===== src/sv/bcd_pkg.sv =====
// Package: shared types, constants and helpers of the button chord debouncer.
`default_nettype none
package bcd_pkg;

  localparam int Buttons = 2;

  localparam int PinW  = 2;
  localparam int HoldW = 16;
  localparam int TimeW = 32;
  localparam int IdxW  = 1;
  localparam int DataW = 16;

  localparam logic [HoldW-1:0] HoldReset    = 16'd75;
  localparam logic [1:0]       UsedReset    = 2'd2;

  typedef enum logic [IdxW-1:0] {
    REG_HOLD_TIME    = 1'b0,
    REG_BUTTONS_USED = 1'b1
  } reg_idx_e;

  typedef struct packed {
    logic             action;
    logic [PinW-1:0]  pin_levels;
    logic [TimeW-1:0] now_ms;
  } item_t;

  typedef struct packed {
    logic [HoldW-1:0] hold_time_ms;
    logic [PinW-1:0]  key_mask;
  } cfg_t;

  function automatic logic [PinW-1:0] key_mask_f(input logic [1:0] used);
    logic [PinW-1:0] m;
    unique case (used)
      2'd0:    m = 2'b00;
      2'd1:    m = 2'b01;
      default: m = (Buttons >= 2) ? 2'b11 : 2'b01;
    endcase
    return m;
  endfunction

endpackage
`default_nettype wire


===== src/sv/bcd_item_if.sv =====
// Interface: input item channel (action, pin levels, timestamp).
`default_nettype none
interface bcd_item_if;
  import bcd_pkg::*;
  logic             valid;
  logic             ready;
  logic             action;
  logic [PinW-1:0]  pin_levels;
  logic [TimeW-1:0] now_ms;

  modport source (output valid, action, pin_levels, now_ms, input ready);
  modport sink   (input valid, action, pin_levels, now_ms, output ready);
endinterface
`default_nettype wire


===== src/sv/bcd_result_if.sv =====
// Interface: result channel carrying the confirmed key code.
`default_nettype none
interface bcd_result_if;
  import bcd_pkg::*;
  logic            valid;
  logic            ready;
  logic [PinW-1:0] key_code;

  modport source (output valid, key_code, input ready);
  modport sink   (input valid, key_code, output ready);
endinterface
`default_nettype wire


===== src/sv/bcd_cfg_if.sv =====
// Interface: configuration register write channel.
`default_nettype none
interface bcd_cfg_if;
  import bcd_pkg::*;
  logic             valid;
  logic             ready;
  logic [IdxW-1:0]  index;
  logic [DataW-1:0] data;

  modport source (output valid, index, data, input ready);
  modport sink   (input valid, index, data, output ready);
endinterface
`default_nettype wire


===== src/sv/bcd_cfg_regs.sv =====
// Configuration registers: hold time and number of buttons in use.
`default_nettype none
module bcd_cfg_regs (
  input  wire logic          clk_i,
  input  wire logic          rst_ni,
  bcd_cfg_if.sink            cfg_i,
  output bcd_pkg::cfg_t      cfg_o
);
  import bcd_pkg::*;

  logic [HoldW-1:0] hold_q;
  logic [1:0]       used_q;
  logic             wr;

  assign cfg_i.ready = 1'b1;
  assign wr          = cfg_i.valid;

  always_ff @(posedge clk_i or negedge rst_ni) begin
    if (!rst_ni) begin
      hold_q <= HoldReset;
      used_q <= UsedReset;
    end else if (wr) begin
      unique case (reg_idx_e'(cfg_i.index))
        REG_HOLD_TIME:    hold_q <= cfg_i.data[HoldW-1:0];
        REG_BUTTONS_USED: used_q <= cfg_i.data[1:0];
        default:          hold_q <= hold_q;
      endcase
    end
  end

  assign cfg_o.hold_time_ms = hold_q;
  assign cfg_o.key_mask     = key_mask_f(used_q);

endmodule
`default_nettype wire


===== src/sv/bcd_fsm.sv =====
// Debounce state machine: chord tracking, hold timing and result selection.
`default_nettype none
module bcd_fsm (
  input  wire logic                   clk_i,
  input  wire logic                   rst_ni,
  input  wire logic                   step_i,
  input  wire bcd_pkg::item_t         item_i,
  input  wire bcd_pkg::cfg_t          cfg_i,
  output logic [bcd_pkg::PinW-1:0]    key_code_o
);
  import bcd_pkg::*;

  typedef enum logic [2:0] {
    PH_IDLE          = 3'd0,
    PH_PRESSED       = 3'd1,
    PH_REPORTING     = 3'd2,
    PH_AWAIT_RELEASE = 3'd3,
    PH_RELEASED      = 3'd4
  } phase_e;

  phase_e           phase_q, phase_d;
  logic [PinW-1:0]  chord_q, chord_d;
  logic [TimeW-1:0] mark_q, mark_d;
  logic [PinW-1:0]  key;
  logic [TimeW-1:0] elapsed;
  logic             hold_passed;

  assign key         = ~item_i.pin_levels & cfg_i.key_mask;
  assign elapsed     = item_i.now_ms - mark_q;
  assign hold_passed = elapsed > {{(TimeW-HoldW){1'b0}}, cfg_i.hold_time_ms};

  always_comb begin
    phase_d    = phase_q;
    chord_d    = chord_q;
    mark_d     = mark_q;
    key_code_o = '0;
    if (item_i.action) begin
      phase_d = PH_AWAIT_RELEASE;
    end else begin
      unique case (phase_q)
        PH_IDLE: begin
          if (key != '0) begin
            phase_d = PH_PRESSED;
            chord_d = key;
            mark_d  = item_i.now_ms;
          end
        end
        PH_PRESSED: begin
          if (key > chord_q) begin
            chord_d = key;
            mark_d  = item_i.now_ms;
          end else if (hold_passed) begin
            phase_d    = PH_REPORTING;
            key_code_o = key;
          end
        end
        PH_REPORTING: key_code_o = chord_q;
        PH_AWAIT_RELEASE: begin
          if (key == '0) begin
            phase_d = PH_RELEASED;
            mark_d  = item_i.now_ms;
          end
        end
        PH_RELEASED: begin
          if (key != '0) begin
            phase_d = PH_AWAIT_RELEASE;
          end else if (hold_passed) begin
            phase_d = PH_IDLE;
          end
        end
        default: phase_d = PH_IDLE;
      endcase
    end
  end

  always_ff @(posedge clk_i or negedge rst_ni) begin
    if (!rst_ni) begin
      phase_q <= PH_IDLE;
      chord_q <= '0;
      mark_q  <= '0;
    end else if (step_i) begin
      phase_q <= phase_d;
      chord_q <= chord_d;
      mark_q  <= mark_d;
    end
  end

endmodule
`default_nettype wire


===== src/sv/button_chord_debouncer_core.sv =====
// Top level: button chord debouncer with input and result registers.
// Takes one transaction per clock: each input transaction (sample or clear) is
// captured in an input register, stepped through the debounce state machine
// once the result register is free and produces exactly one key_code result in
// the result register, so throughput is one item per
// cycle while the result side keeps taking. Key code bit i is set when pin i
// is low and button i is in use; a chord is reported once it has held longer
// than hold_time_ms, then repeatedly until a clear. Configuration writes are
// always accepted and apply to items stepped after them.
`default_nettype none
module button_chord_debouncer_core (
  input  wire logic    clk_i,
  input  wire logic    rst_ni,
  bcd_cfg_if.sink      cfg_i,
  bcd_item_if.sink     in_i,
  bcd_result_if.source out_o
);
  import bcd_pkg::*;

  cfg_t            cfg;
  logic            s1_valid_q;
  item_t           s1_item_q;
  logic            out_valid_q;
  logic [PinW-1:0] out_key_q;
  logic [PinW-1:0] fsm_key;
  logic            out_free;
  logic            advance;
  logic            take_in;

  bcd_cfg_regs u_cfg (
    .clk_i  (clk_i),
    .rst_ni (rst_ni),
    .cfg_i  (cfg_i),
    .cfg_o  (cfg)
  );

  bcd_fsm u_fsm (
    .clk_i      (clk_i),
    .rst_ni     (rst_ni),
    .step_i     (advance),
    .item_i     (s1_item_q),
    .cfg_i      (cfg),
    .key_code_o (fsm_key)
  );

  assign out_free   = !out_valid_q || out_o.ready;
  assign advance    = s1_valid_q && out_free;
  assign in_i.ready = !s1_valid_q || advance;
  assign take_in    = in_i.valid && in_i.ready;

  always_ff @(posedge clk_i or negedge rst_ni) begin
    if (!rst_ni) begin
      s1_valid_q  <= 1'b0;
      out_valid_q <= 1'b0;
    end else begin
      if (take_in) begin
        s1_valid_q <= 1'b1;
      end else if (advance) begin
        s1_valid_q <= 1'b0;
      end
      if (advance) begin
        out_valid_q <= 1'b1;
      end else if (out_o.ready) begin
        out_valid_q <= 1'b0;
      end
    end
  end

  always_ff @(posedge clk_i) begin
    if (take_in) begin
      s1_item_q.action     <= in_i.action;
      s1_item_q.pin_levels <= in_i.pin_levels;
      s1_item_q.now_ms     <= in_i.now_ms;
    end
    if (advance) begin
      out_key_q <= fsm_key;
    end
  end

  assign out_o.valid    = out_valid_q;
  assign out_o.key_code = out_key_q;

endmodule
`default_nettype wire


===== src/flat_wrapper.sv =====
// flat-port wrapper written by rule: the top's interface ports become plain ports
module button_chord_debouncer_core_flat import bcd_pkg::*;
  (clk_i, rst_ni, cfg_i_valid, cfg_i_index, cfg_i_data, cfg_i_ready, in_i_valid, in_i_action, in_i_pin_levels, in_i_now_ms, in_i_ready, out_o_valid, out_o_key_code, out_o_ready);
  bcd_cfg_if cfg_i_i ();
  bcd_item_if in_i_i ();
  bcd_result_if out_o_i ();
  input  wire logic clk_i;
  input  wire logic rst_ni;
  input wire logic [$bits(cfg_i_i.valid)-1:0] cfg_i_valid;
  input wire logic [$bits(cfg_i_i.index)-1:0] cfg_i_index;
  input wire logic [$bits(cfg_i_i.data)-1:0] cfg_i_data;
  output wire logic [$bits(cfg_i_i.ready)-1:0] cfg_i_ready;
  input wire logic [$bits(in_i_i.valid)-1:0] in_i_valid;
  input wire logic [$bits(in_i_i.action)-1:0] in_i_action;
  input wire logic [$bits(in_i_i.pin_levels)-1:0] in_i_pin_levels;
  input wire logic [$bits(in_i_i.now_ms)-1:0] in_i_now_ms;
  output wire logic [$bits(in_i_i.ready)-1:0] in_i_ready;
  output wire logic [$bits(out_o_i.valid)-1:0] out_o_valid;
  output wire logic [$bits(out_o_i.key_code)-1:0] out_o_key_code;
  input wire logic [$bits(out_o_i.ready)-1:0] out_o_ready;
  assign cfg_i_i.valid = cfg_i_valid;
  assign cfg_i_i.index = cfg_i_index;
  assign cfg_i_i.data = cfg_i_data;
  assign cfg_i_ready = cfg_i_i.ready;
  assign in_i_i.valid = in_i_valid;
  assign in_i_i.action = in_i_action;
  assign in_i_i.pin_levels = in_i_pin_levels;
  assign in_i_i.now_ms = in_i_now_ms;
  assign in_i_ready = in_i_i.ready;
  assign out_o_valid = out_o_i.valid;
  assign out_o_key_code = out_o_i.key_code;
  assign out_o_i.ready = out_o_ready;
  button_chord_debouncer_core u_core (.clk_i(clk_i), .rst_ni(rst_ni), .cfg_i(cfg_i_i), .in_i(in_i_i), .out_o(out_o_i));
endmodule

===== config.mk =====
export PLATFORM = sky130hd
export DESIGN_NAME = button_chord_debouncer_core_flat
export DESIGN_NICKNAME = d
export VERILOG_FILES = /design/src/sv/bcd_pkg.sv /design/src/sv/bcd_item_if.sv /design/src/sv/bcd_result_if.sv /design/src/sv/bcd_cfg_if.sv /design/src/sv/bcd_cfg_regs.sv /design/src/sv/bcd_fsm.sv /design/src/sv/button_chord_debouncer_core.sv /design/src/flat_wrapper.sv
export SDC_FILE = /design/constraint.sdc
export NUM_CORES = 1
export LEC_CHECK = 0
export ABC_AREA = 1
export ABC_CLOCK_PERIOD_IN_PS = 3780
export BUFFER_PORTS_ARGS = -buffer_cell sky130_fd_sc_hd__buf_4
export CAP_MARGIN = 15
export CORE_ASPECT_RATIO = 0.9
export CORE_MARGIN = 1.5
export CORE_UTILIZATION = 30
export DETAILED_ROUTE_END_ITERATION = 16
export GPL_ROUTABILITY_DRIVEN = 0
export PLACE_DENSITY_LB_ADDON = 0.08
export SLEW_MARGIN = 20
export SYNTH_ARGS = -nofsm -noshare
export SYNTH_HDL_FRONTEND = slang
export SYNTH_SLANG_ARGS = --single-unit

===== constraint.sdc =====
create_clock -name clk_i -period 3.78 [get_ports clk_i]
set_input_delay 0.378 -clock clk_i [delete_from_list [all_inputs] [get_ports clk_i]]
set_output_delay 0.378 -clock clk_i [all_outputs]
set_load 0.05 [all_outputs]

After elaboration in Yosys (flattened, before gate mapping)
Index checks and enable logic that the tools add are counted.
{ "totals": {"ff_bits": 94, "input_bits": 57, "output_inout_bits": 5, "wordCells": 74} }
{ "classes": {"addsub": 1, "magnitude_cmp": 2, "n_eq_ne": 14, "muxes": 23, "n_bitwise": 4, "n_reduce_logical": 19} }
{ "ops": {"columns": ["cell", "count"], "rows": [
  ["32-bit two-way mux", 3],
  ["32-bit one-hot mux with 3 select lines", 1],
  ["32-bit by 16-bit > comparator with 1-bit output", 1],
  ["32-bit subtractor", 1],
  ["3-bit two-way mux", 7],
  ["3-bit one-hot mux with 5 select lines", 1],
  ["3-bit by 2-bit != test with 1-bit output (second input constant)", 4],
  ["2-bit one-hot mux with 2 select lines", 3],
  ["2-bit two-way mux", 4],
  ["2-bit nonzero test", 4],
  ["7-bit AND reduction", 1],
  ["3-bit by 2-bit equality test with 1-bit output (second input constant)", 2],
  ["2-bit != test (second input constant)", 3],
  ["6-bit AND reduction", 1],
  ["5-bit AND reduction", 1],
  ["2-bit logical NOT", 2],
  ["1-bit two-way mux", 4],
  ["4-bit by 3-bit != test with 1-bit output (second input constant)", 1],
  ["2-bit AND reduction", 2],
  ["3-bit by 1-bit equality test with 1-bit output (second input constant)", 1],
  ["3-bit equality test (second input constant)", 1],
  ["3-bit logical NOT", 1],
  ["3-bit nonzero test", 1],
  ["2-bit bitwise AND", 1],
  ["8 further kinds", 12]
]} }

Longest topological paths before layout
Gate-level depths: netlist of run 1.
{ "depth": {"depth_word": 7, "depth_mapped": 28, "depth_no_buf": 28} }

Modules after synthesis
Synthesis of run 1 repeated with hierarchy kept, for this count alone.
{ "unflattened": {"cells_unflattened": 950, "hier_area_um2": 6640.1} }
{ "by_module_without_submodules": {"columns": ["module", "n_inst", "cells_per_inst", "area_per_inst_um2", "seq_area_each_um2"], "rows": [
  ["bcd_fsm", 1, 818, 4667.0, 925.9],
  ["button_chord_debouncer_core", 1, 49, 1206.2, 1161.1],
  ["bcd_cfg_regs", 1, 83, 767.0, 456.7]
]} }

Worst setup path after synthesis of run 1
Ideal clock, no wire load.
{ "synth_timing": {"path_type": "register -> register", "startpoint": "reg u_core.u_fsm.mark_q[0]", "endpoint": "reg u_core.out_key_q[0] (netlist: u_core.out_o.key_code[0]) (data pin)", "setup_ns": 0.259, "arrival_ns": 2.622, "t_required_ns": 3.521, "slack_ns": 0.900, "stages_incl_launch_ff": 20, "path_buffers": 0, "synth_period_minus_slack_ns": 2.880, "cell_sequence": "dfrtp_1 -> ha_1 -> fa_1 -> nor2_2 -> or2_4 -> nand3_2 -> nand2_2 -> xor2_1 -> ha_1 -> nand2_1 -> nor3_1 -> nand4_1 -> nand2_1 -> nand3_1 -> nor2_1 -> nand2_1 -> nor2_2 -> nand2_1 -> nand3_1 -> a21oi_1"} }
{ "synth_between": {"elab_chain_len": 5} }
{ "synth_rtl": {"columns": ["item", "line", "rtl"], "rows": [
  ["start: declaration", "bcd_fsm.sv:23", "logic [TimeW-1:0] mark_q, mark_d;"],
  ["start signal: assignment", "bcd_fsm.sv:84", "mark_q <= mark_d;"],
  ["32-bit subtractor", "bcd_fsm.sv:29", "assign elapsed = item_i.now_ms - mark_q;"],
  ["32-bit by 16-bit > comparator with 1-bit output", "bcd_fsm.sv:30", "assign hold_passed = elapsed > {{(TimeW-HoldW){1'b0}}, cfg_i.hold_time_ms};"],
  ["2-bit two-way mux", "bcd_fsm.sv:52", "end else if (hold_passed) begin"],
  ["2-bit two-way mux", "bcd_fsm.sv:49", "if (key > chord_q) begin"],
  ["2-bit one-hot mux with 2 select lines", "bcd_fsm.sv:40", "unique case (phase_q)"],
  ["end signal: assignment", "button_chord_debouncer_core.sv:76", "out_key_q <= fsm_key;"],
  ["end: declaration", "button_chord_debouncer_core.sv:24", "logic [PinW-1:0] out_key_q;"]
]} }
Every way passes these cells.
A chain may end at the register's enable or synchronous reset.

Worst setup path in the final report of run 1
{ "layout_timing": {"startpoint": "reg u_core.u_fsm.mark_q[0]", "endpoint": "reg u_core.u_fsm.phase_q[1]"} }
{ "layout_between": {"elab_chain_len": 4} }
{ "layout_rtl": {"columns": ["item", "line", "rtl"], "rows": [
  ["32-bit subtractor *", "bcd_fsm.sv:29", null],
  ["32-bit by 16-bit > comparator with 1-bit output *", "bcd_fsm.sv:30", null],
  ["4-bit by 3-bit != test with 1-bit output (no source line) or 3-bit by 2-bit != test with 1-bit output (tied branches)", null, null],
  ["7-bit AND reduction (no source line) *", null, null],
  ["end signal: assignment", "bcd_fsm.sv:82", "phase_q <= phase_d;"],
  ["end: declaration", "bcd_fsm.sv:21", "phase_e phase_q, phase_d;"]
]} }
Mark *: on every way between the ends. The rest lies on a longest branch, timed or not.

==> metrics, run 1 <==
post-synthesis cell count roughly 920; Yosys Warn Count 0; switching share of power 0.485; post-route ant nets 0; fin nets approximately 1100; Yosys top cell area share 0.200; Reg-to-Reg End u_core.u_fsm.phase_q[1]; Post-DP Area roughly 7300 µm²; fmax 292 MHz; cell area after synthesis between 6000 and 7000 µm²; Synth area leader dfrtp_1; largest net degree at the start of global routing 58; TritonCTS clock tree built; Top FF cell, synth dfrtp_1; grt ovf 0; Max rail drop VDD about 0.22 mV; # rows 50; Net Count, Synth 1025; TritonRoute pass-1 iters 5; Yosys cell types 33; Sequential Power Share 0.247; Min-Delay Path Class input pin to asynchronous set/reset pin; Comb pwr share 0.592; die width between 150 and 200 µm; port bufs 60; Die Y between 100 and 150 µm; antenna fix cells 0; Slew @ Worst Pin ~800 ps; Crit Reg-Reg Startpoint u_core.u_fsm.mark_q[0]; number of flops mapped to enable cells by yosys 37; drt drc 0; number of global-route vias before repair ~5200; FF+latch area 2540 µm²; unrepaired setup endpoints after global routing false; H-Tree Depth 3; startpoint types flip-flop; GRT Util Overall 0.156; final worst path period need 3420 ps; Psw around 2.8 mW; first-pass GRT wire length around 27000 µm; fin crit share 0.905; flop-to-flop setup slack 360 ps; crit path capture type flip-flop; clock group share of total power 0.161; routed via count around 5400; drt initial violations approximately 320; clock buffer depth 2; Starting Density 0.310; wire length per cell 12.8 µm; fin. max-slew vios 0; Core Region ~21000 µm²; Power Dens Cells about 760 nW/µm²; Clock Skew between 10 and 15 ps; sequential fraction of the synthesis area 0.391; Clk pin slew, worst setup/hold paths roughly 80 ps; Power, Total between 5 and 6 mW; FFs w/ async S/R, synth 0.606; Yosys reg bits 94; Leakage Power about 4.1 nW; Multi-input gate area around 3200 µm²; worst path required time 4030 ps; routed vias/inst 4.26; Int Pwr between 2 and 3 mW; Root Buffer clkbuf_16; max-cap violations 0; CTS Hold Buffers Added 0; crit path kind flip-flop to flip-flop; P&R area growth vs syn 17.0%; hold_ws roughly 110 ps; DP HPWL 13100 µm; clock latency on the worst-skew pair between 300 and 400 ps; setup bufs post-CTS 0; mean post-synth cell area slightly above 7 µm²; # clock sinks 94; initial antenna violation count 0; final hold vios 0; relative slew slack 0.468; TritonCTS buffer count 9; final WL roughly 16000 µm; die area about 23000 µm²; Final Setup Violations 0; fillers approximately 2300; outcome complete, no violations; CP arrival approximately 3700 ps; post_cts resized 0; dominant cells by area after synthesis dfrtp_1 20%, nand2_1 18%, edfxtp_1 17%, inv_1 11%, ha_1 9.4%; share of cells above drive strength 1 0.128; r2r worst-path depth 23; io pins a little over 60; fin area between 7000 and 8000 µm²; Fin Setup TNS 0 ps; Max FO, Critical Path 4
## power groups by stage
| stage | clock, mW | sequential (mW) | combinational [mW] |
|---|---|---|---|
| floorplan | 0 | 1.44 | 2.53 |
| global placement | 0 | 1.45 | 3.45 |
| detailed placement | 0 | 1.45 | 3.43 |
| CTS | 0.973 | 1.43 | 3.46 |
| global route | 1.02 | 1.46 | 4.00 |
| finish | 0.933 | 1.43 | 3.43 |
## placed cells by master (no fill, tap or decap), types with 3 or more instances in the layout
| cell type | count |
|---|---|
| nand2_1 | 308 |
| inv_1 | 190 |
| nor2_1 | 70 |
| buf_4 | 63 |
| dfrtp_1 | 52 |
| ha_1 | 49 |
| a21oi_1 | 45 |
| edfxtp_1 | 37 |
| nand3_1 | 32 |
| o21ai_0 | 30 |
| xor2_1 | 14 |
| nand2_2 | 14 |
| nor2_2 | 13 |
| o21ai_1 | 10 |
| clkbuf_16 | 9 |
| nand4_1 | 7 |
| nand3_2 | 5 |
| dfstp_2 | 5 |
| nor3_1 | 4 |
| nand3b_1 | 4 |
| nor4_1 | 3 |
## logic make-up after synthesis
family                     after synthesis  share of synthesized area
adders and majority gates               50                     0.0973
buffers and inverters                  202                      0.117
and+or+nand+nor                        467                      0.303
other                                    1                   0.000576
xor gates and xnor gates                15                     0.0202
muxes                                    1                    0.00173
DFF                                     94                      0.391
AOI/OAI and AO/OA                       88                     0.0688
## routing by layer
| metal | up-vias | track usage | part of all wire |
|---|---|---|---|
| met5 | - | 0 | 0 |
| met4 | 0 | 0.0384 | 0.0099 |
| met3 | 11 | 0.0270 | 0.040 |
| met2 | 107 | 0.232 | 0.41 |
| met1 | 2363 | 0.231 | 0.54 |
| li1 | 2945 | - | - |
## cells in the mapped netlist (2+ instances only)
| cell | number |
|---|---|
| nand3b_1 | 4 |
| nor3_1 | 5 |
| a21oi_1 | 45 |
| nor2_2 | 14 |
| o21ai_1 | 10 |
| dfstp_2 | 5 |
| nor2_1 | 70 |
| dfrtp_1 | 52 |
| nand2_1 | 309 |
| inv_1 | 190 |
| xor2_1 | 14 |
| nand2_2 | 13 |
| inv_2 | 2 |
| nand3_2 | 5 |
| o21bai_1 | 2 |
| nand3_1 | 32 |
| edfxtp_1 | 37 |
| nand4_1 | 7 |
| o21ai_0 | 30 |
| buf_1 | 2 |
| nand2_4 | 2 |
| clkbuf_1 | 7 |
| ha_1 | 49 |
| nor4_1 | 3 |
## sequential cells by signal, summed over array words and instances, names as in the netlist
signal,cells
u_core.u_cfg.used_q,2
u_core.out_o.valid,1
u_core.s1_valid_q,1
u_core.s1_item_q,35
u_core.u_fsm.mark_q,32
u_core.u_cfg.hold_q,16
u_core.out_o.key_code,2
u_core.u_fsm.phase_q,3
u_core.u_fsm.chord_q,2
## through the flow
step,util,setup slack (ps),std cells
6_report,0.362,357,1273
5_1_grt,0.362,4.12,1273
4_1_cts,0.362,252,1273
3_5_place_dp,0.347,289,1257
3_3_place_gp,0.347,290,1257
2_1_floorplan,-,900,918
## worst max-delay path: stages, from the launching register on
cell     delay [ps]
dfrtp_1         390
ha_1            230
fa_2            390
inv_1           100
nand2_1          70
nand3_2         110
nand2_1          60
nand2_1         120
xor2_1          270
ha_1            290
nand2_1         130
o21ai_0         120
a21oi_1         130
nand2_1          60
nand2_1          70
nand3_1          70
nor2_1           90
nand2_1         110
nor2_4          140
nand3_2          80
nand2_2          90
nand2_4          70
nand3_1          80
nand2_1          50
## area by class of cell
class                      instances  share of cell area
clock buffer                       9              0.0296
inverter                         192              0.0946
timing repair buffer              63              0.0621
sequential                        94               0.334
multi-input combinational        622               0.422
clock inverter                     7              0.0104
tap                              286              0.0470
## how the worst max path moves through the flow
stage	start	end	slack (ps)	cells after the start
2_1_floorplan	u_core.u_fsm.mark_q[0]	u_core.out_o.key_code[0]	900	19
3_3_place_gp	u_core.u_fsm.mark_q[0]	u_core.u_fsm.phase_q[0]	290	23
3_5_place_dp	u_core.u_fsm.mark_q[0]	u_core.u_fsm.phase_q[1]	290	23
6_report	u_core.u_fsm.mark_q[0]	u_core.u_fsm.phase_q[1]	360	23
5_1_grt	u_core.s1_item_q[2]	u_core.u_fsm.phase_q[2]	4	26
4_1_cts	u_core.u_fsm.mark_q[0]	u_core.u_fsm.phase_q[1]	250	23
(Power assumes the default switching activity.)
==> run 2, diff against run 1 <==
- SYNTH_HIERARCHICAL: default -> 1
==> metrics, run 2 <==
final hold vios 0; Starting Density 0.306; Final WS setup roughly 360 ps; biggest regs u_core/s1_item_q: 35 flops, u_core/u_fsm/mark_q: 32 flops, u_core/u_cfg/hold_q: 16 flops; Root Buffer clkbuf_16; final core utilization 0.354; crit path capture type flip-flop; Yosys reg bits 94; die area around 23000 µm²; number of flops mapped to enable cells by yosys 37; number of global-route vias before repair 5343; relative slew slack 0.470; DP HPWL around 14000 µm; top cells by count, synth 315 x nand2_1, 199 x inv_1, 94 x nor2_1, 56 x a21oi_1, 54 x nand3_1; TritonRoute pass-1 iters 4; Post-DP Area approximately 7400 µm²; P&R area growth vs syn 15.8%; grt ovf 0; Post-Synth Adder-Cell Area 0.0953; mean post-synth cell area 6.99 µm²; post-synthesis cell count 950; Yosys cell types 37; Min-Delay Path Class input pin to asynchronous set/reset pin; routed vias/inst around 4.3; mux contribution to synthesized area 0.00170; startpoint types flip-flop; H-Tree Depth 3; io pins 62; Top FF cell, synth dfrtp_1; share of cells above drive strength 1 0.118; die width about 160 µm; routed via count 5614; GRT Util Overall 0.155; fillers 2396; fin nets 1119; Clk pin slew, worst setup/hold paths approximately 80 ps; Yosys Warn Count 6; CP arrival approximately 3500 ps; main combinational cell family by area after synthesis simple AND/OR/NAND/NOR gates; worst path required time around 3900 ps; CTS Hold Buffers Added 0; most frequent cell after synthesis nand2_1; Leakage Power 4.29 nW; most frequent cells in the layout 315 x nand2_1, 199 x inv_1, 94 x nor2_1, 63 x buf_4, 56 x a21oi_1; Place WS around 350 ps; Die Y 144 µm; Max FO, Critical Path 3; unrepaired setup endpoints after global routing false; cell area after synthesis roughly 6600 µm²; sequential fraction of the synthesis area 0.383; most common cell after layout, fill and taps aside nand2_1; setup bufs post-CTS 0; Power, Total between 5 and 6 mW; r2r worst-path depth 22; Yosys top cell area share 0.196; Core Region 21700 µm²; xor/xnor cell area share of the yosys netlist 0.0198; Final Setup Violations 0; fin area between 7000 and 8000 µm²; fin crit share 0.905; post-route ant nets 0; clock buffer depth 2; final WL approximately 17000 µm; Largest register FFs 35; FF+latch area ~2500 µm²; drt initial violations approximately 310; antenna fix cells 0; TritonCTS clock tree built; wire length per cell ~13 µm; dominant cells by area after synthesis dfrtp_1 20%, nand2_1 18%, edfxtp_1 17%, inv_1 11%, ha_1 9.2%; drt drc 0; largest net degree at the start of global routing between 50 and 60; final worst path period need roughly 3400 ps; crit path kind flip-flop to flip-flop; Slew @ Worst Pin between 700 and 800 ps; Net Count, Synth about 1100; fmax just under 300 MHz; max-cap violations 0; Synth Area in Compound Gates 0.0522; outcome complete, no violations; Multi-input gate area about 3300 µm²; # rows slightly above 50; Max rail drop VDD around 0.26 mV; largest register by flop count u_core/s1_item_q; initial antenna violation count 0; Power Dens Cells roughly 690 nW/µm²; flop-to-flop setup slack ~360 ps; Synth Area in Simple Gates 0.321; first-pass GRT wire length approximately 28000 µm; # clock sinks 94; port bufs 60; Fin Setup TNS 0 ps; fin. max-slew vios 0; Synth area leader dfrtp_1; clock latency on the worst-skew pair 370 ps; post_cts resized 0; TritonCTS buffer count 9; FFs w/ async S/R, synth 0.606; Clock Skew around 14 ps
[run 2: cells by family (layout without fill, tap and decap cells)]
kind of cell | Yosys count | after routing
compound gates | 67 | 67
xor+xnor | 15 | 15
fa+ha+maj | 50 | 50
buf+inv | 214 | 281
flops | 94 | 94
mux | 1 | 1
other cells | 1 | 1
simple gates | 508 | 508
[run 2: metal layers]
metal	up-vias	wire length, µm	part of all wire	GRT usage
met2	93	6960	0.42	0.236
li1	3028	-	-	-
met3	13	654	0.039	0.0270
met4	0	190	0.011	0.0443
met5	-	0	0	0
met1	2480	8960	0.53	0.225
[run 2: cell type report]
| class | count | area share |
|---|---|---|
| timing repair buffer | 63 | 0.0615 |
| clock buffer | 9 | 0.0293 |
| tap | 291 | 0.0474 |
| clock inverter | 7 | 0.00814 |
| sequential | 94 | 0.331 |
| inverter | 202 | 0.0986 |
| multi-input combinational | 642 | 0.424 |
[run 2: worst max-delay path: stages, from the launching register on]
cell	delay (ps)
dfrtp_1	390
ha_1	210
fa_1	420
inv_1	130
nand2_1	60
nand2_1	80
and2_4	150
nand2_1	70
nand3_2	140
xor2_1	180
ha_1	250
nand2_1	90
nor2_1	50
a21oi_1	140
nand2_1	60
nand2_1	80
nand3_1	110
nor2_1	120
nand2_1	60
nor2_2	150
nand2_1	90
nand2_1	60
a21oi_1	60
[run 2: power breakdown]
part | internal, mW | total, mW | switching (mW)
Sequential | 1.30 | 1.41 | 0.104
Clock | 0.464 | 0.928 | 0.464
Combinational | 1.05 | 2.96 | 1.90
[run 2: per-stage QoR]
stage	cells	hold slack [ps]
floorplan	950	82.4
global placement	1292	458
detailed placement	1292	455
CTS	1308	133
global route	1308	157
finish	1308	90.4
[run 2: worst paths after layout]
path                                             start                       end
worst max register to register  u_core/u_fsm/mark_q[0]  u_core/out_o.key_code[0]
worst max-delay path            u_core/u_fsm/mark_q[0]  u_core/out_o.key_code[0]
worst min register to register  u_core/u_cfg/hold_q[6]    u_core/u_cfg/hold_q[6]
min in group clk_i                  in_i_pin_levels[0]      u_core/s1_item_q[32]
worst min-delay path                            rst_ni   u_core/u_cfg/hold_q[13]
max in group asynchronous                       rst_ni    u_core/u_fsm/mark_q[6]
